### config.mk
export PLATFORM = sky130hd
export DESIGN_NAME = tkr_front
export DESIGN_NICKNAME = d
export VERILOG_FILES = /design/src/hdl/tkr_pkg.sv /design/src/hdl/tkr_front.sv
export SDC_FILE = /design/constraint.sdc
export NUM_CORES = 1
export LEC_CHECK = 0
export BUFFER_PORTS_ARGS = -buffer_cell sky130_fd_sc_hd__buf_2
export CAP_MARGIN = 20
export CORE_UTILIZATION = 62
export DETAILED_ROUTE_END_ITERATION = 6
export PLACE_DENSITY_LB_ADDON = 0.12
export RECOVER_POWER = 25
export SYNTH_ARGS = -nofsm -noshare
export SYNTH_HDL_FRONTEND = slang
export SYNTH_SLANG_ARGS = --single-unit
### constraint.sdc
create_clock -name clk_i -period 17.8 [get_ports clk_i]
set_input_delay 1.78 -clock clk_i [delete_from_list [all_inputs] [get_ports clk_i]]
set_output_delay 1.78 -clock clk_i [all_outputs]
set_load 0.005 [all_outputs]
### src/hdl/tkr_pkg.sv
package tkr_pkg;

  localparam logic [1:0] REQ_OFFER = 2'd0;
  localparam logic [1:0] REQ_READ  = 2'd1;
  localparam logic [1:0] REQ_CLEAR = 2'd2;

  localparam logic [1:0] CMD_NONE  = 2'd0;
  localparam logic [1:0] CMD_OFFER = 2'd1;
  localparam logic [1:0] CMD_READ  = 2'd2;
  localparam logic [1:0] CMD_CLEAR = 2'd3;

  localparam int NUM_W     = 44;
  localparam int DIV_STEPS = 44;

  typedef struct packed {
    logic [1:0]         req_type;
    logic [30:0]        link_id;
    logic [30:0]        from_node;
    logic [30:0]        to_node;
    logic [9:0]         period_index;
    logic signed [31:0] base_value;
    logic signed [31:0] load_value;
    logic [30:0]        volume;
    logic signed [31:0] given_ratio;
    logic [6:0]         read_index;
  } in_item_t;

  typedef struct packed {
    logic               inserted;
    logic [6:0]         position;
    logic               entry_valid;
    logic [30:0]        out_link;
    logic [30:0]        out_from;
    logic [30:0]        out_to;
    logic [9:0]         out_period;
    logic signed [31:0] out_base;
    logic signed [31:0] out_load;
    logic signed [31:0] out_ratio;
  } out_item_t;

  typedef struct packed {
    logic [1:0]         kind;
    logic signed [31:0] ratio;
    logic [30:0]        link;
    logic [30:0]        from_node;
    logic [30:0]        to_node;
    logic [9:0]         period;
    logic signed [31:0] base;
    logic signed [31:0] load;
    logic [6:0]         read_index;
  } cmd_t;

endpackage

### src/hdl/tkr_front.sv
module tkr_front (
  input  logic             clk_i,
  input  logic             rst_ni,
  input  logic             in_push_i,
  output logic             in_full_o,
  input  tkr_pkg::in_item_t in_item_i,
  input  logic [30:0]      min_vol_i,
  output tkr_pkg::cmd_t    cmd_o,
  output logic             cmd_push_o,
  input  logic             cmd_full_i
);

  localparam logic [2:0] S_IDLE = 3'd0;
  localparam logic [2:0] S_NUM  = 3'd1;
  localparam logic [2:0] S_DIV  = 3'd2;
  localparam logic [2:0] S_SAT  = 3'd3;
  localparam logic [2:0] S_PUSH = 3'd4;

  logic [2:0]                   state_q, state_d;
  tkr_pkg::in_item_t            item_q, item_d;
  tkr_pkg::cmd_t                cmd_q, cmd_d;
  logic [5:0]                   cnt_q, cnt_d;
  logic [31:0]                  rem_q, rem_d;
  logic [tkr_pkg::NUM_W-1:0]    quo_q, quo_d;
  logic                         neg_q, neg_d;
  logic signed [32:0]           diff;
  logic signed [tkr_pkg::NUM_W-1:0] num;
  logic [tkr_pkg::NUM_W-1:0]    mag;
  logic [31:0]                  trial;
  logic                         qbit;

  assign in_full_o = (state_q != S_IDLE);
  assign cmd_o     = cmd_q;

  always_comb begin
    diff = $signed({item_q.load_value[31], item_q.load_value})
         - $signed({item_q.base_value[31], item_q.base_value});
    num  = tkr_pkg::NUM_W'(diff) * 44'sd1000
         + $signed({13'd0, item_q.base_value[31:1]});
    mag  = num[tkr_pkg::NUM_W-1] ? tkr_pkg::NUM_W'(-num) : tkr_pkg::NUM_W'(num);
    trial = {rem_q[30:0], quo_q[tkr_pkg::NUM_W-1]};
    qbit  = (trial >= {1'b0, item_q.base_value[30:0]});
  end

  always_comb begin
    state_d    = state_q;
    item_d     = item_q;
    cmd_d      = cmd_q;
    cnt_d      = cnt_q;
    rem_d      = rem_q;
    quo_d      = quo_q;
    neg_d      = neg_q;
    cmd_push_o = 1'b0;
    case (state_q)
      S_IDLE: begin
        if (in_push_i) begin
          item_d           = in_item_i;
          cmd_d.ratio      = in_item_i.given_ratio;
          cmd_d.link       = in_item_i.link_id;
          cmd_d.from_node  = in_item_i.from_node;
          cmd_d.to_node    = in_item_i.to_node;
          cmd_d.period     = in_item_i.period_index;
          cmd_d.base       = in_item_i.base_value;
          cmd_d.load       = in_item_i.load_value;
          cmd_d.read_index = in_item_i.read_index;
          state_d          = S_PUSH;
          case (in_item_i.req_type)
            tkr_pkg::REQ_OFFER: begin
              if (in_item_i.volume < min_vol_i) begin
                cmd_d.kind = tkr_pkg::CMD_NONE;
              end else begin
                cmd_d.kind = tkr_pkg::CMD_OFFER;
                if (in_item_i.given_ratio == '0 && !in_item_i.base_value[31]
                    && in_item_i.base_value != '0) begin
                  state_d = S_NUM;
                end
              end
            end
            tkr_pkg::REQ_READ:  cmd_d.kind = tkr_pkg::CMD_READ;
            tkr_pkg::REQ_CLEAR: cmd_d.kind = tkr_pkg::CMD_CLEAR;
            default:            cmd_d.kind = tkr_pkg::CMD_NONE;
          endcase
        end
      end
      S_NUM: begin
        quo_d   = mag;
        neg_d   = num[tkr_pkg::NUM_W-1];
        rem_d   = '0;
        cnt_d   = '0;
        state_d = S_DIV;
      end
      S_DIV: begin
        rem_d = qbit ? trial - {1'b0, item_q.base_value[30:0]} : trial;
        quo_d = {quo_q[tkr_pkg::NUM_W-2:0], qbit};
        cnt_d = cnt_q + 1'b1;
        if (cnt_q == 6'(tkr_pkg::DIV_STEPS-1)) begin
          state_d = S_SAT;
        end
      end
      S_SAT: begin
        if (neg_q) begin
          cmd_d.ratio = (quo_q > 44'h0_8000_0000) ? 32'sh8000_0000 : -$signed(quo_q[31:0]);
        end else begin
          cmd_d.ratio = (quo_q > 44'h0_7FFF_FFFF) ? 32'sh7FFF_FFFF : $signed(quo_q[31:0]);
        end
        state_d = S_PUSH;
      end
      S_PUSH: begin
        cmd_push_o = 1'b1;
        if (!cmd_full_i) begin
          state_d = S_IDLE;
        end
      end
      default: state_d = S_IDLE;
    endcase
  end

  always_ff @(posedge clk_i or negedge rst_ni) begin
    if (!rst_ni) begin
      state_q <= S_IDLE;
      cnt_q   <= '0;
    end else begin
      state_q <= state_d;
      cnt_q   <= cnt_d;
    end
  end

  always_ff @(posedge clk_i) begin
    item_q <= item_d;
    cmd_q  <= cmd_d;
    rem_q  <= rem_d;
    quo_q  <= quo_d;
    neg_q  <= neg_d;
  end

  a_div_count: assert property (@(posedge clk_i) disable iff (!rst_ni)
    state_q == S_DIV |-> cnt_q < 6'(tkr_pkg::DIV_STEPS))
    else $error("divider ran past its step count");

endmodule

=== Word-level counts from Yosys, hierarchy flattened ===
Cells that the tools add are included.

* Add/sub/neg operators: 6
* Multipliers: 1
* Order comparisons: 4
* Eq/ne operators: 10
* Muxes and demuxes: 20
* Reduce and logical (&&, ||, !) cells: 13

{| class="wikitable"
|+ Operators with widths
! cell !! count
|-
| 206-bit 2-to-1 mux || 1
|-
| 32-bit 2-to-1 mux || 3
|-
| 44-bit one-hot mux with 2 select lines || 1
|-
| 32-bit one-hot mux with 2 select lines || 1
|-
| 31-bit one-hot mux with 2 select lines || 1
|-
| 44-bit by 32-bit adder with 44-bit output || 1
|-
| 44-bit by 31-bit greater-than comparator with 1-bit output (second input constant) || 1
|-
| 44-bit by 32-bit greater-than comparator with 1-bit output (second input constant) || 1
|-
| 44-bit 2-to-1 mux || 1
|-
| 44-bit negation || 1
|-
| 33-bit by 8-bit multiplier with 41-bit output (second input constant) || 1
|-
| 32-bit by 32-bit subtractor with 33-bit output || 1
|-
| 32-bit by 31-bit >= comparator with 1-bit output || 1
|-
| 32-bit logical NOT || 1
|-
| 32-bit negation || 1
|-
| 32-bit nonzero test || 1
|-
| 31-bit < comparator || 1
|-
| 31-bit 2-to-1 mux || 1
|-
| 31-bit subtractor || 1
|-
| 3-bit 2-to-1 mux || 6
|-
| 3-bit one-hot mux with 5 select lines || 1
|-
| 6-bit one-hot mux with 2 select lines || 1
|-
| 6-bit by 1-bit adder with 6-bit output (second input constant) || 1
|-
| 3-bit by 2-bit equality test with 1-bit output (second input constant) || 2
|-
| other kinds (16) || 22
|}

* Register bits: 293
* Input port bits: 274
* Output and inout port bits: 210

=== Logic depth before layout (Yosys ltp) ===
* Word-level depth: 8
* Mapped depth: 43
* Mapped depth without buffers: 42

=== Worst setup path before layout ===
No wires, ideal clock.

* Kind: register to register
* Start point: reg cmd_o[40] (netlist name)
* End point: reg quo_q[41] (netlist bit) (data pin)
* Arrival time: 9,300 ps
* Data required time: 17,635 ps
* Slack: 8,335 ps
* Stages on the path, launching flop included: 39
* Cell sequence: edfxtp_1 -> inv_1 -> ha_1 -> nor2b_1 -> o21a_1 -> o21ai_0 -> a211o_1 -> a211oi_1 -> a221o_1 -> a21oi_1 -> xnor2_1 -> xnor2_1 -> xor2_1 -> fa_1 -> inv_1 -> fa_1 -> inv_1 -> fa_1 -> (+3 left out) -> o22ai_1 -> a21oi_1 -> o22ai_1 -> or2_2 -> a21o_1 -> a21oi_1 -> xnor2_1 -> ha_1 -> clkbuf_1 -> and4_1 -> a21oi_1 -> or4_1 -> buf_6 -> or4b_4 -> a311oi_2 -> o211ai_1 -> and3_4 -> o31ai_2

{| class="wikitable"
|+ RTL lines
! what !! line !! RTL
|-
| to (signal assigned) || tkr_front.sv:132 || <nowiki>quo_q <= quo_d;</nowiki>
|-
| to (decl) || tkr_front.sv:24 || <nowiki>logic [tkr_pkg::NUM_W-1:0] quo_q, quo_d;</nowiki>
|}

==> results by group <==
Global routing
  • Overall Global Routing Usage: 0.364
  • Vias in the first global route: 21500
  • Pin count of the biggest net entering global routing: 96
  • First-pass GRT wire length: 115 mm
  • Initial antenna violation count: 3
  • Gr ovfl total: 0

Floorplanning
  • Initial Util: 0.634
  • Die width: 201 µm
  • I/O pins: 484
  • Die height: 201 µm
  • Core ar.: 38900 µm²
  • FP Rows: 72
  • Die Footprint: 40600 µm²

Worst setup path
  • Max stage delay on crit path: 740 ps
  • Data arrival, critical path: 11590 ps
  • CP startpoint kind: flip-flop
  • Crit path buf inv count: 6
  • Worst reg2reg path depth: 38
  • CP max-delay cell: or4_1
  • Worst Setup End Kind: flip-flop
  • Worst-path fanout max: 27
  • Crit path depth: 38
  • CP Data Required Time: 18060 ps
  • Setup CP Type: flip-flop to flip-flop
  • CP top delay family: compound AO/OA/AOI/OAI gates

Status
  • Failing checks: capacitance limit, slew limit
  • Status: complete, but fails checks

Yosys
  • Cell area after synthesis: 24700 µm²
  • Seq/Total Area, Yosys: 0.355
  • Area contributors post-synth: edfxtp_1 (35%), ha_1 (11%), fa_1 (8.7%)
  • Unique cell type count in the Yosys netlist: 89
  • Synth Instances: 2583
  • Mapped Nets: 3178
  • Yosys reg bits: 293
  • Syn avg cell area: 9.55 µm²
  • Synth Warn #: 0
  • Share of the synthesized area in the top cell type: 0.346
  • Async set-or-reset flop fraction in the synthesized netlist: 0.0307
  • Post-synth EDFFs: 284
  • Main synth FF type: edfxtp_1
  • Cell accounting for the most synthesized area: edfxtp_1

Clock tree
  • Deepest clock path buffer count: 3
  • CTS root buffer: clkbuf_16
  • Resize count post-CTS: 0
  • Hold_buf cts: 0
  • Total CTS buffers: 31
  • H-Tree Depth: 1
  • Setup Buffers After CTS: 0
  • CTS tree: built
  • Worst-skew pair later-pin latency: 600 ps
  • Clk sinks: 293
  • Clk pin slew, worst setup/hold paths: 70 ps

Timing
  • Fmax: 0.0883 GHz
  • Fin. Hold Viols: 0
  • Slew margin rel.: -0.279
  • TNS Setup: 0 ps
  • RSZ-0062 raised after global routing: no
  • Min cycle time layout: 11330 ps
  • Period utilization: 0.637
  • Final setup fails: 0
  • Tightest Pin Transition: 1920 ps
  • Final-report max-slew violation count: 40
  • Clock Skew: 12.8 ps

Worst hold path
  • Worst Hold Class: flip-flop to flip-flop
  • Cells on Worst Hold Path: 1

Detailed routing
  • DRC: 0
  • DRT Pass-1 Iters: 5
  • Final WL: 74.3 mm
  • Wirelength per Cell: 20.7 µm
  • Routed Antenna Nets: 0
  • Iter 0 DRT Violations: 1799
  • Via Count: 21500
  • Vias/cell: 5.99

Placed design
  • Post-DP HPWL: 59.5 mm
  • Final Wtd Congestion: 0.922
  • Port Buf Inserts: 483

Layout
  • Final net count: 3644
  • Area growth, synth to finish: 15.4%
  • Share of cells above drive strength 1: 0.176
  • # fillers: 2998

Run
  • Max Cap Viol: 2
-- stage by stage --
| stage | setup slack [ps] | hold slack, ps | utilization | cells | area (µm²) |
|---|---|---|---|---|---|
| 3_3_place_gp | 7120 | 462 | 0.708 | 3533 | 27600 |
| 3_5_place_dp | 6820 | 476 | 0.708 | 3533 | 27600 |
| 2_1_floorplan | 8330 | 444 | - | 2583 | 24700 |
| 6_report | 6470 | 504 | 0.732 | 3591 | 28500 |
| 4_1_cts | 6700 | 488 | 0.733 | 3588 | 28500 |
| 5_1_grt | 5800 | 502 | 0.731 | 3589 | 28500 |
-- cell usage after synthesis, drive strengths merged (6+ instances only) --
| cell | n |
|---|---|
| edfxtp | 284 |
| a31oi | 15 |
| a211oi | 19 |
| o41ai | 6 |
| fa | 107 |
| or3b | 7 |
| xor2 | 61 |
| nor3 | 64 |
| and3 | 17 |
| nand2 | 173 |
| and2 | 13 |
| buf | 15 |
| a221o | 7 |
| o22ai | 8 |
| nor2b | 16 |
| a21boi | 6 |
| o211ai | 26 |
| o31ai | 10 |
| or3 | 18 |
| a21oi | 223 |
| and4 | 9 |
| o21bai | 13 |
| clkbuf | 48 |
| a211o | 11 |
| or4 | 7 |
| nor2 | 173 |
| o21a | 15 |
| ha | 214 |
| nand2b | 23 |
| nor4 | 30 |
| a21o | 66 |
| inv | 370 |
| o21ai | 140 |
| xnor2 | 137 |
| or2 | 13 |
| nand3 | 54 |
| mux2i | 30 |
| nor3b | 8 |
| dfrtp | 9 |
| nand4 | 29 |
-- worst register-to-register path, delay by kind of cell, from the launching register on --
kind	cells	cell delay (ps)
AND/OR/NAND/NOR	6	2100
adder cells (fa/ha/maj)	6	2730
flip-flops	1	470
XOR/XNOR	6	1800
AO/OA/AOI/OAI	14	2960
buffers and inverters	6	940
-- worst paths after layout --
check,from,endpoint,slack [ps]
hold reg to reg,cnt_q[5],cnt_q[5],500
max in group asynchronous,rst_ni,cnt_q[2],16350
min in group asynchronous,rst_ni,cnt_q[5],1120
setup / recovery,cmd_o[40],quo_q[36],6470
hold / removal,cnt_q[5],cnt_q[5],500
setup reg to reg,cmd_o[40],quo_q[36],6470
-- cells in the final DEF (no fill, tap or decap), types with 61 or more instances in the layout --
master    instances
buf_2           441
nor2_1          173
fa_1            107
nand2_1         173
ha_1            214
xor2_1           61
xnor2_1         137
nor3_1           64
edfxtp_1        284
a21oi_1         223
inv_1           367
a21o_1           66
o21ai_0         139
-- final cells by class --
class / count / area [µm²] / area share
antenna: 2 / 5.00 / 0.000176
inverter: 371 / 1400 / 0.0492
tap: 518 / 648 / 0.0228
clock buffer: 36 / 795 / 0.0279
multi-input combinational: 1856 / 14200 / 0.500
timing repair buffer: 496 / 2460 / 0.0864
clock inverter: 19 / 166 / 0.00585
sequential: 293 / 8750 / 0.307
-- sequential cells by signal (all words and copies together), names as in the netlist --
name and flops:
cmd_o 208, quo_q 44, rem_q 31, cnt_q 6, state_q 3, neg_q 1
-- per-layer routing --
layer  wire, µm  part of all wire  vias to the layer above  global-route usage
li1           -                 -                    10100                   -
met1      28900              0.39                    10300               0.450
met2      35000              0.47                      975               0.604
met3       5970             0.080                      181              0.0667
met4       4530             0.061                        4               0.195
met5         15           0.00020                        -                   0
-- cells by family after synthesis --
| kind of cell | count (synthesis) | synth area share |
|---|---|---|
| buffers and inverters | 434 | 0.0685 |
| muxes | 35 | 0.0145 |
| adders and majority gates | 326 | 0.197 |
| xor gates and xnor gates | 199 | 0.0712 |
| AOI/OAI and AO/OA | 618 | 0.157 |
| DFF | 293 | 0.355 |
| and+or+nand+nor | 678 | 0.137 |
Power is not shown: default switching activity piles up to over one toggle a cycle in this logic, so the estimate is an artifact.
