--- src/hdl/tkr_fifo.sv ---
module tkr_fifo #(
  parameter int WIDTH = 8,
  parameter int DEPTH = 2
) (
  input  logic             clk_i,
  input  logic             rst_ni,
  input  logic             push_i,
  input  logic [WIDTH-1:0] wdata_i,
  output logic             full_o,
  input  logic             pop_i,
  output logic [WIDTH-1:0] rdata_o,
  output logic             empty_o
);

  localparam int PW = (DEPTH > 1) ? $clog2(DEPTH) : 1;

  logic [WIDTH-1:0] buf_q [DEPTH];
  logic [PW-1:0]    wp_q, wp_d, rp_q, rp_d;
  logic [PW:0]      cnt_q, cnt_d;
  logic             do_push, do_pop;

  assign full_o  = (cnt_q == (PW+1)'(DEPTH));
  assign empty_o = (cnt_q == '0);
  assign rdata_o = buf_q[rp_q];
  assign do_push = push_i && !full_o;
  assign do_pop  = pop_i && !empty_o;

  always_comb begin
    wp_d  = wp_q;
    rp_d  = rp_q;
    cnt_d = cnt_q;
    if (do_push) begin
      wp_d = (wp_q == PW'(DEPTH-1)) ? '0 : wp_q + 1'b1;
    end
    if (do_pop) begin
      rp_d = (rp_q == PW'(DEPTH-1)) ? '0 : rp_q + 1'b1;
    end
    if (do_push && !do_pop) begin
      cnt_d = cnt_q + 1'b1;
    end else if (do_pop && !do_push) begin
      cnt_d = cnt_q - 1'b1;
    end
  end

  always_ff @(posedge clk_i or negedge rst_ni) begin
    if (!rst_ni) begin
      wp_q  <= '0;
      rp_q  <= '0;
      cnt_q <= '0;
    end else begin
      wp_q  <= wp_d;
      rp_q  <= rp_d;
      cnt_q <= cnt_d;
    end
  end

  always_ff @(posedge clk_i) begin
    if (do_push) begin
      buf_q[wp_q] <= wdata_i;
    end
  end

endmodule

--- config.mk ---
export PLATFORM = sky130hd
export DESIGN_NAME = tkr_fifo
export DESIGN_NICKNAME = d
export VERILOG_FILES = /design/src/hdl/tkr_fifo.sv
export SDC_FILE = /design/constraint.sdc
export NUM_CORES = 1
export LEC_CHECK = 0
export BUFFER_PORTS_ARGS = -buffer_cell sky130_fd_sc_hd__buf_2
export CORE_MARGIN = 8
export CORE_UTILIZATION = 30
export CTS_CLUSTER_SIZE = 20
export DETAILED_ROUTE_END_ITERATION = 10
export SLEW_MARGIN = 5
export SYNTH_ARGS = -nofsm -noshare
export SYNTH_HDL_FRONTEND = slang
export SYNTH_SLANG_ARGS = --single-unit
--- constraint.sdc ---
create_clock -name clk_i -period 2.3 [get_ports clk_i]
set_input_delay 0.115 -clock clk_i [delete_from_list [all_inputs] [get_ports clk_i]]
set_output_delay 0.115 -clock clk_i [all_outputs]
set_load 0.02 [all_outputs]
Yosys cells after proc, flatten, opt, wreduce, memory -nomap -nowiden. Memories as Yosys holds them, arrays and structs flattened. Cells that the tools add are included.

Mux-type cells: 6. Reduce and logical (&&, ||, !) cells: 10. Add/sub/neg operators: 4. Eq/ne operators: 1.

Operator list (number): $logic_and 1x1->1 (4); $logic_not 1->1 (4); $mux 1 (4); $mux 2 (2); $add 1x1->1 const B (2); $add 2x1->2 const B (1); $eq 2x2->1 const B (1); $logic_not 2->1 (1); $reduce_bool 2->1 (1); $sub 2x1->2 const B (1).

Bits of input ports: 12. Logic and storage cells: 25. RAM bits: 16. Bits in registers: 4. Memories kept: 1. Output and inout bits: 10.

Memories: buf_q (words 2, width 8, read ports 1, clocked after memory_dff 0, write ports 1, line 17) `logic [WIDTH-1:0] buf_q [DEPTH];`.

Longest topological paths before layout. Gate-level depths: netlist (run 1).

Word-level depth: 7. Gate-level depth with buffers: 7. Depth with buffers taken out: 7.

Least setup slack after synthesis (run 1). No wires, ideal clock.

Kind: register to register. From: register cnt_q[0]. To: memory buf_q[0][0], enable pin. Library setup time: 0.370 ns. Clock period less this slack: 1.392 ns. Stages on the path, launching flop included: 4. Data required time: 1.930 ns. Path slack: 0.908 ns. Data arrival time: 1.022 ns. Path buffers: 0. Cells stage by stage: dfrtp_1 -> nand2b_1 -> nand2_2 -> nor2_1.

Cells in the longest elaborated chain, start to end: 5.

RTL lines: from (decl) (line 19) `logic [PW:0] cnt_q, cnt_d;`; from (signal assigned) (line 53) `cnt_q <= cnt_d;`; $eq 2x2->1 (line 22) `assign full_o = (cnt_q == (PW+1)'(DEPTH));`; $logic_not 1->1 (line 25) `assign do_push = push_i && !full_o;`; $logic_and 1x1->1 (line 25); $mux 1 (line 58) `if (do_push) begin`; $mux 1 (implied by the code) (line 59) `buf_q[wp_q] <= wdata_i;`; to (decl) (line 17).

Every way passes these cells.

Final worst setup path (run 1).
From: register rp_q. To: output port rdata_o[7].

Cells in the longest elaborated chain, start to end: 1.

RTL lines: from (decl) (line 18) `logic [PW-1:0] wp_q, wp_d, rp_q, rp_d;`; from (signal assigned) (line 52) `rp_q <= rp_d;`; $mem_v2 2x8; to (decl) (line 11) `output logic [WIDTH-1:0] rdata_o,`.

Every way passes these cells.

==> results.json, run 1 <==
{
  "cp-endpoint": "rdata_o[7]",
  "core_area_sq_um": 2480,
  "die_y_um": 67.1,
  "p_leak_nw": 0.422,
  "vias_per_cell": 4.33,
  "path_class": "reg2out",
  "insertion_delay_ns": 0.28,
  "hold_viol": 0,
  "syn_avg_cell_area_sq_um": 17.8,
  "seq_area_frac_synth": 0.742,
  "routed_wl_um": 1390,
  "worst_pin_slew_ns": 0.399,
  "die_width_um": 67.1,
  "hp-class": "in2reg",
  "period_share": 0.669,
  "max_cap_violations": 0,
  "root_buffer": "clkbuf_4",
  "htreeDepth": 1,
  "grt_pass1_vias": 504,
  "skew_ns": 0.00250,
  "internal_power_uw": 768,
  "ir_worst_vdd_v": 0.000583,
  "grt.total_usage": 0.0662,
  "yosysWarnings": 0,
  "switching_share": 0.352,
  "antenna_found_initial": 0,
  "drt-wirelength-per-cell_um": 13.2,
  "setup_viol": 0,
  "grt_overflow": 0,
  "dpl.hpwl_um": 1030,
  "period_needed_ns": 1.54,
  "synth_fp_nets": 57,
  "p_comb_frac": 0.380,
  "layoutNonFillerInstCount": 105,
  "ant_nets": 0,
  "rrSetupSlack_ns": 0.82,
  "path_clk_slew_ns": 0.10,
  "maxSlewHeadroom": 0.734,
  "clockPowerShare": 0.127,
  "port_buffers": 21,
  "p_per_area_nw_per_um2": 1160,
  "vias": 455,
  "layout_common_cells": "21 x buf_2, 16 x edfxtp_1, 7 x dlygate4sd3_1",
  "worst-endpoint-arrival_ns": 1.42,
  "fmax_mhz": 650,
  "clk_path_buf_depth": 2,
  "synth-seq-cells": 20,
  "reg2reg_from": "cnt_q[0]",
  "syn2layout_area_growth_pct": 30.4,
  "yosysUniqueCellTypes": 15,
  "grt_pass1_wl_um": 2210,
  "synth_area_sq_um": 782,
  "globalplace.congestion": 0.619,
  "r2r_end": "cnt_q[1]",
  "setup_tns_ns": 0,
  "critPathLaunch": "rp_q",
  "cts_sinks": 20,
  "start_kind": "register",
  "ios": 22,
  "syn_inst": 44,
  "p_switching_uw": 417,
  "drc": 0,
  "dp.cells": 95,
  "fin_nets": 90,
  "layout_commonest_cell": "buf_2",
  "drt_iter0_markers": 4,
  "outcome": "completed",
  "cts_setup_buffers": 0,
  "antenna_cells": 0,
  "total_power_mw": 1.19,
  "cts_buffers": 3,
  "cts_tree": "yes",
  "rr_worst_depth": 7,
  "power.share.sequential": 0.493,
  "grt_max_degree": 11,
  "placementRows": 18,
  "rsz0062_at_grt": "no",
  "end_kind": "output pin",
  "layout-drive-gt1-share": 0.387,
  "required_ns": 2.18,
  "fp.dieArea_sq_um": 4500,
  "cp_max_fo": 9,
  "drt-pass1-iter-count": 2,
  "start_util": 0.316,
  "maxSlewViolCount": 0
}
==> worst min-delay path by stage <==
stage                        to  cells after the start  slack [ns]        from
floorplan              cnt_q[0]                      0       -0.18      rst_ni
global placement       cnt_q[0]                      1       -0.07      rst_ni
detailed placement         wp_q                      1       -0.07      rst_ni
CTS                 buf_q[1][1]                      1       0.007  wdata_i[1]
global route        buf_q[1][7]                      1       0.002  wdata_i[7]
finish              buf_q[0][5]                      1        0.02  wdata_i[5]
==> worst max-delay path, stage by stage, from the launching register on <==
cell and delay [ns]:
dfrtp_1 0.60, mux2_2 0.38, buf_2 0.16
==> cell type report <==
type | count | area (sq um)
Multi-Input combinational cell | 21 | 189
Timing Repair Buffer | 29 | 183
Sequential cell | 20 | 581
Fill cell | 246 | 1460
Inverter | 2 | 7.51
Tap cell | 30 | 37.5
Clock buffer | 3 | 22.5
==> flip-flops by register name (all words and copies together), names as in the netlist <==
signal  flops
buf_q      16
cnt_q       2
rp_q        1
wp_q        1
==> cell usage after synthesis, drive strengths merged <==
master | count | area, sq um
dfrtp | 4 | 100
xnor2 | 3 | 33.8
o21ai | 1 | 5.00
edfxtp | 16 | 480
mux2 | 8 | 90.1
inv | 2 | 7.51
ha | 1 | 12.5
nor2 | 3 | 11.3
buf | 1 | 5.00
nand2b | 1 | 6.26
and3 | 1 | 6.26
nand2 | 1 | 6.26
xor2 | 2 | 17.5
==> power groups by stage <==
stage | Clock [mW] | Combinational, mW | Sequential [mW]
after floorplan | 0 | 0.349 | 0.552
after global placement | 0 | 0.446 | 0.589
after detailed placement | 0 | 0.450 | 0.596
after CTS | 0.160 | 0.454 | 0.588
after global routing | 0.181 | 0.492 | 0.601
final | 0.151 | 0.450 | 0.584
==> stage by stage <==
step,cell area [sq um],hold slack (ns),worst slack [ns],utilization
floorplan,782,-0.181,0.908,-
global placement,927,-0.0715,0.869,0.374
global route,1020,0.00186,0.645,0.412
CTS,960,0.00659,0.708,0.387
finish,1020,0.0211,0.760,0.412
detailed placement,927,-0.0704,0.835,0.374
==> per-layer routing <==
metal  global-route usage  vias to the layer above  part of all wire
met4               0.0313                        0                 0
met3               0.0268                        0             0.093
met2                0.110                       18              0.49
met5                    0                        -                 0
li1                     -                      221                 -
met1               0.0716                      216              0.42
==> logic make-up after synthesis <==
| group | Yosys count | share of synthesized area |
|---|---|---|
| AOI/OAI and AO/OA | 1 | 0.00639 |
| xor gates and xnor gates | 5 | 0.0656 |
| adders and majority gates | 1 | 0.0160 |
| buffers and inverters | 3 | 0.0160 |
| DFF | 20 | 0.742 |
| muxes | 8 | 0.115 |
| and+or+nand+nor | 6 | 0.0384 |
==> what timing repair did <==
item | 4_1_cts | 5_1_grt
endpoints found under the hold margin | 4 | 12
resized for setup | 0 | 0
hold buffers | 1 | 6
Note: power is estimated with default switching activity, not from simulation.
==> run 2: changes to the inputs <==
--- a/config.mk
+++ b/config.mk
@@ -5,6 +5,7 @@
 export SDC_FILE = /design/constraint.sdc
 export NUM_CORES = 1
 export LEC_CHECK = 0
+export ABC_AREA = 1
 export BUFFER_PORTS_ARGS = -buffer_cell sky130_fd_sc_hd__buf_2
 export CORE_MARGIN = 8
 export CORE_UTILIZATION = 30
==> constraint.sdc (replaced) <==
create_clock -name clk_i -period 1.45 [get_ports clk_i]
set_input_delay 0.0725 -clock clk_i [delete_from_list [all_inputs] [get_ports clk_i]]
set_output_delay 0.0725 -clock clk_i [all_outputs]
set_load 0.02 [all_outputs]
==> results.json, run 2 <==
{
  "switching_share": 0.372,
  "dp.cells": 126,
  "critical-path-max-stage-delay_ns": 0.48,
  "synth_top_area_share": 0.594,
  "synth_area_sq_um": 810,
  "drc": 0,
  "layout-drive-gt1-share": 0.309,
  "vias": 603,
  "power.share.sequential": 0.394,
  "ios": 22,
  "end_kind": "register",
  "synthSimpleGateAreaFrac": 0.201,
  "routed_wl_um": 1650,
  "syn2layout_area_growth_pct": 39.1,
  "clockPowerShare": 0.201,
  "period_needed_ns": 1.38,
  "insertion_delay_ns": 0.30,
  "worst_path_max_delay_cell": "dfrtp_1",
  "max_cap_violations": 0,
  "yosysMostFrequentCell": "nand2_1",
  "worst_pin_slew_ns": 0.233,
  "port_buffers": 21,
  "synth_top_family_by_area": "simple AND/OR/NAND/NOR gates",
  "multiInputGateArea_sq_um": 194,
  "layout_common_cells": "33 x nand2_1, 21 x buf_2, 16 x edfxtp_1",
  "grt_pass1_wl_um": 2740,
  "maxSlewViolCount": 0,
  "largest_register_ffs": 16,
  "p_switching_uw": 836,
  "globalplace.congestion": 0.726,
  "p_leak_nw": 0.521,
  "worst-endpoint-arrival_ns": 1.58,
  "start_kind": "register",
  "clk_path_buf_depth": 2,
  "skew_ns": 0.00273,
  "crit_buf_inv": 1,
  "layoutNonFillerInstCount": 141,
  "yosysWarnings": 0,
  "path_clk_slew_ns": 0.11,
  "grt.total_usage": 0.0803,
  "outcome": "completed",
  "yosys.area_share.adder": 0.0155,
  "seq_area_frac_synth": 0.717,
  "path_delay_family": "flip-flops",
  "cts_buffers": 3,
  "required_ns": 1.65,
  "grt_overflow": 0,
  "register_area_sq_um": 582,
  "drt_iter0_markers": 11,
  "root_buffer": "clkbuf_4",
  "cts_tree": "yes",
  "ant_nets": 0,
  "vias_per_cell": 4.28,
  "synthMuxAreaShare": 0,
  "yosysUniqueCellTypes": 14,
  "setup_tns_ns": 0,
  "nFillCells": 260,
  "placementRows": 19,
  "grt_pass1_vias": 634,
  "crit_chain": "nor2_2 -> nor2_2 -> ha_1 -> inv_1 -> nand3_1 -> nand2_1 -> nand2_1",
  "antenna_found_initial": 0,
  "hold_viol": 0,
  "syn_inst": 73,
  "p_comb_frac": 0.405,
  "synth_xor_area_frac": 0.0108,
  "fin_area_sq_um": 1130,
  "synth_top_area_cell": "edfxtp_1",
  "die_y_um": 67.9,
  "path_class": "reg2reg",
  "die_width_um": 67.9,
  "core_area_sq_um": 2660,
  "layout_commonest_cell": "nand2_1",
  "ir_worst_vdd_v": 0.00123,
  "cts_sinks": 20,
  "syn_avg_cell_area_sq_um": 11.1,
  "synth_ff_type": "edfxtp_1",
  "whs_ns": 0.0251,
  "async_flop_share": 0.200,
  "grt_max_degree": 13,
  "dpl.hpwl_um": 1260,
  "fin_nets": 124,
  "top_usage_layer": "met2",
  "maxSlewHeadroom": 0.843,
  "largest-register": "buf_q",
  "drt-pass1-iter-count": 4,
  "htreeDepth": 1,
  "synth_edf_count": 16,
  "fp.dieArea_sq_um": 4620,
  "gr-usage-met1": 0.0841,
  "period_share": 0.949,
  "cp_max_fo": 7,
  "setup_viol": 0,
  "placed_area_sq_um": 963,
  "start_util": 0.304,
  "fmax_mhz": 727,
  "total_power_mw": 2.25,
  "synthTopCellsByArea": "edfxtp_1 59%, nand2_1 15%, dfrtp_1 12%",
  "hp-class": "in2reg",
  "drt-wirelength-per-cell_um": 11.7,
  "internal_power_mw": 1.41,
  "synth-seq-cells": 20,
  "antenna_cells": 0,
  "rsz0062_at_grt": "no",
  "synth_fp_nets": 86,
  "grtUsageMet2": 0.137,
  "rrSetupSlack_ns": 0.07,
  "p_per_area_nw_per_um2": 2000,
  "synthTopCellsByCount": "33 x nand2_1, 16 x edfxtp_1, 7 x inv_1, 4 x dfrtp_1",
  "use_met3": 0.0426,
  "largestRegisters": "buf_q x16, cnt_q x2",
  "synth_compound_area_frac": 0.0124
}
-- run 2: repair_timing --
item                                   in CTS  in global routing
hold buffers                                9                  0
gates resized for setup                     1                  2
setup endpoints to repair                   8                 10
gates cloned                                0                  0
endpoints found under the hold margin      20                  0
setup buffers                               0                  2
-- run 2: path summary, 6_finish.rpt --
check                              start        to  cells after the start
max in group asynchronous         rst_ni      rp_q                      2
worst min-delay path               pop_i      rp_q                      3
min in group asynchronous         rst_ni  cnt_q[1]                      2
worst min register to register      wp_q      wp_q                      2
worst max-delay path            cnt_q[0]  cnt_q[1]                      7
worst max register to register  cnt_q[0]  cnt_q[1]                      7
-- run 2: area by class of cell --
type | count | share of cell area
well taps | 31 | 0.0344
clock buffers | 3 | 0.0200
clock inverters | 1 | 0.0267
flip-flops and latches | 20 | 0.517
inverters | 8 | 0.0300
multi-input cells | 44 | 0.172
repair buffers | 34 | 0.200
-- run 2: cells by family (layout without fill, tap and decap cells) --
logic type                 Yosys count  after routing
buffers and inverters                9             46
DFF                                 20             20
and+or+nand+nor                     40             40
AOI/OAI and AO/OA                    2              2
xor gates and xnor gates             1              1
adders and majority gates            1              1
-- run 2: worst reg2reg max path, stage by stage (launching register included) --
cell     delay (ns)
dfrtp_1        0.48
nor2_2         0.19
nor2_2         0.06
ha_1           0.30
inv_1          0.08
nand3_1        0.07
nand2_1        0.06
nand2_1        0.05
-- run 2: through the flow --
step / setup WS, ns / utilization
finish: 0.0746 / 0.423
global route: 0.0144 / 0.423
CTS: 0.0323 / 0.416
detailed placement: 0.0537 / 0.362
global placement: 0.0772 / 0.362
floorplan: 0.0510 / -
-- run 2: power groups by stage --
stage	Clock, mW	Combinational [mW]	Sequential [mW]
finish	0.451	0.911	0.885
global route	0.497	1.02	0.901
CTS	0.465	0.853	0.919
detailed placement	0	0.831	0.926
global placement	0	0.813	0.920
floorplan	0	0.596	0.866
-- run 2: routing by layer --
layer	part of all wire	up-vias
met4	0	0
li1	-	308
met2	0.50	20
met5	0	-
met1	0.42	275
met3	0.079	0
==> run 3: changes to the inputs <==
--- a/config.mk
+++ b/config.mk
@@ -7,7 +7,7 @@
 export LEC_CHECK = 0
 export ABC_AREA = 1
 export BUFFER_PORTS_ARGS = -buffer_cell sky130_fd_sc_hd__buf_2
-export CORE_MARGIN = 8
+export CORE_MARGIN = 5
 export CORE_UTILIZATION = 30
 export CTS_CLUSTER_SIZE = 20
 export DETAILED_ROUTE_END_ITERATION = 10
==> results.json, run 3 (synthesized netlist as in run 2, its figures left out) <==
{
  "outcome": "completed",
  "maxSlewViolCount": 0,
  "cts_setup_buffers": 0,
  "core_area_sq_um": 2520,
  "route.met3.wl_um": 137,
  "htreeDepth": 1,
  "insertion_delay_ns": 0.30,
  "rrSetupSlack_ns": 0.11,
  "nFillCells": 253,
  "start_kind": "register",
  "layout_commonest_cell": "nand2_1",
  "cts_tree": "yes",
  "drc": 0,
  "end_kind": "register",
  "maxSlewHeadroom": 0.805,
  "die_y_um": 61.9,
  "port_buffers": 21,
  "hp-class": "in2async",
  "path_clk_slew_ns": 0.11,
  "largest_register_ffs": 16,
  "drt_iter0_markers": 4,
  "layoutNonFillerInstCount": 138,
  "required_ns": 1.65,
  "period_share": 0.926,
  "largest-register": "buf_q",
  "ant_nets": 0,
  "top_layer_used": "met3",
  "syn2layout_area_growth_pct": 37.4,
  "layout_common_cells": "33 x nand2_1, 21 x buf_2, 16 x edfxtp_1",
  "die_width_um": 61.9,
  "grt_pass1_vias": 592,
  "rr_worst_depth": 7,
  "p_leak_nw": 0.518,
  "clk_path_buf_depth": 2,
  "antenna_cells": 0,
  "globalplace.congestion": 0.818,
  "routed_wl_um": 1510,
  "worst-endpoint-arrival_ns": 1.54,
  "path_class": "reg2reg",
  "cp_max_fo": 7,
  "largestRegisters": "buf_q x16, cnt_q x2",
  "start_util": 0.321,
  "fp.dieArea_sq_um": 3840,
  "dpl.hpwl_um": 1130,
  "dr_wl_met2_um": 690,
  "max_cap_violations": 0,
  "grt.total_usage": 0.0884,
  "ir_worst_vdd_v": 0.00128,
  "ios": 22,
  "critPathLaunch": "cnt_q[0]",
  "p_per_area_nw_per_um2": 1970,
  "r2r_end": "cnt_q[1]",
  "grt_max_degree": 13,
  "antenna_found_initial": 0,
  "cts_buffers": 3,
  "vias": 586,
  "root_buffer": "clkbuf_4",
  "placementRows": 18,
  "drt-pass1-iter-count": 2,
  "routedLengthMet1_um": 681,
  "period_needed_ns": 1.34,
  "setup_tns_ns": 0,
  "grt_overflow": 0,
  "grt_pass1_wl_um": 2440,
  "fmax_mhz": 745,
  "drt-wirelength-per-cell_um": 10.9,
  "layout-drive-gt1-share": 0.287,
  "dp.cells": 124,
  "setup_viol": 0,
  "hold_viol": 0,
  "rsz0062_at_grt": "no",
  "cts_sinks": 20,
  "worst_pin_slew_ns": 0.293,
  "vias_per_cell": 4.25,
  "reg2reg_from": "cnt_q[0]",
  "skew_ns": 0.000862,
  "fin_nets": 122
}
## run 3: cell count changes in the layout (fill, tap and decap cells not counted)
cell,before,now
inv_4,0,1
dfrtp_1,3,2
inv_2,1,0
dlygate4sd3_1,9,10
inv_1,6,7
clkinvlp_4,1,0
buf_4,4,1
dfrtp_2,1,2
## run 3: power by group
group / switching, mW / internal [mW] / leakage, nW
logic: 0.533 / 0.288 / 0.295
registers: 0.120 / 0.803 / 0.195
clock network: 0.167 / 0.279 / 0.0279
## run 3: how the worst max path moves through the flow
| stage | endpoint | depth (start not counted) |
|---|---|---|
| after floorplan | cnt_q[1] | 7 |
| after global placement | cnt_q[1] | 6 |
| after detailed placement | cnt_q[1] | 6 |
| after CTS | rdata_o[4] | 4 |
| after global routing | cnt_q[1] | 7 |
| final | cnt_q[1] | 7 |
## run 3: per-layer routing
layer | vias to the layer above | GRT usage
li1 | 306 | -
met1 | 261 | 0.0974
met2 | 19 | 0.157
met3 | 0 | 0.0455
met4 | 0 | 0.00909
met5 | - | 0
## run 3: stage by stage
| stage | instance area (sq um) | setup WS [ns] | power [mW] | utilization | hold WS [ns] |
|---|---|---|---|---|---|
| CTS | 1100 | 0.00948 | 2.20 | 0.435 | 0.00884 |
| global route | 1110 | 0.0268 | 2.35 | 0.441 | 0.0798 |
| detailed placement | 955 | 0.0764 | 1.74 | 0.378 | -0.115 |
| finish | 1110 | 0.107 | 2.19 | 0.441 | 0.0876 |
| floorplan | 810 | 0.0510 | 1.46 | - | -0.223 |
| global placement | 955 | 0.0735 | 1.72 | 0.378 | -0.117 |
## run 3: area by class of cell
cell class                 instances  area, sq um  share of cell area
timing repair buffer              32          213               0.191
sequential                        20          583               0.524
clock buffer                       3         22.5              0.0202
tap                               30         37.5              0.0337
clock inverter                     1         30.0              0.0270
inverter                           8         32.5              0.0292
multi-input combinational         44          194               0.174
## run 3: timing repair
item / 4_1_cts / 5_1_grt
endpoints found under the setup margin: 0 / 9
endpoints found under the hold margin: 20 / 1
hold buffers: 9 / 1
gates resized for setup: 0 / 4
## run 3: worst max-delay path: stages (launching register included)
cell and delay [ns]:
dfrtp_2 0.47, nor2_2 0.17, nor2_2 0.06, ha_1 0.30
inv_1 0.08, nand3_1 0.07, nand2_1 0.05, nand2_1 0.05
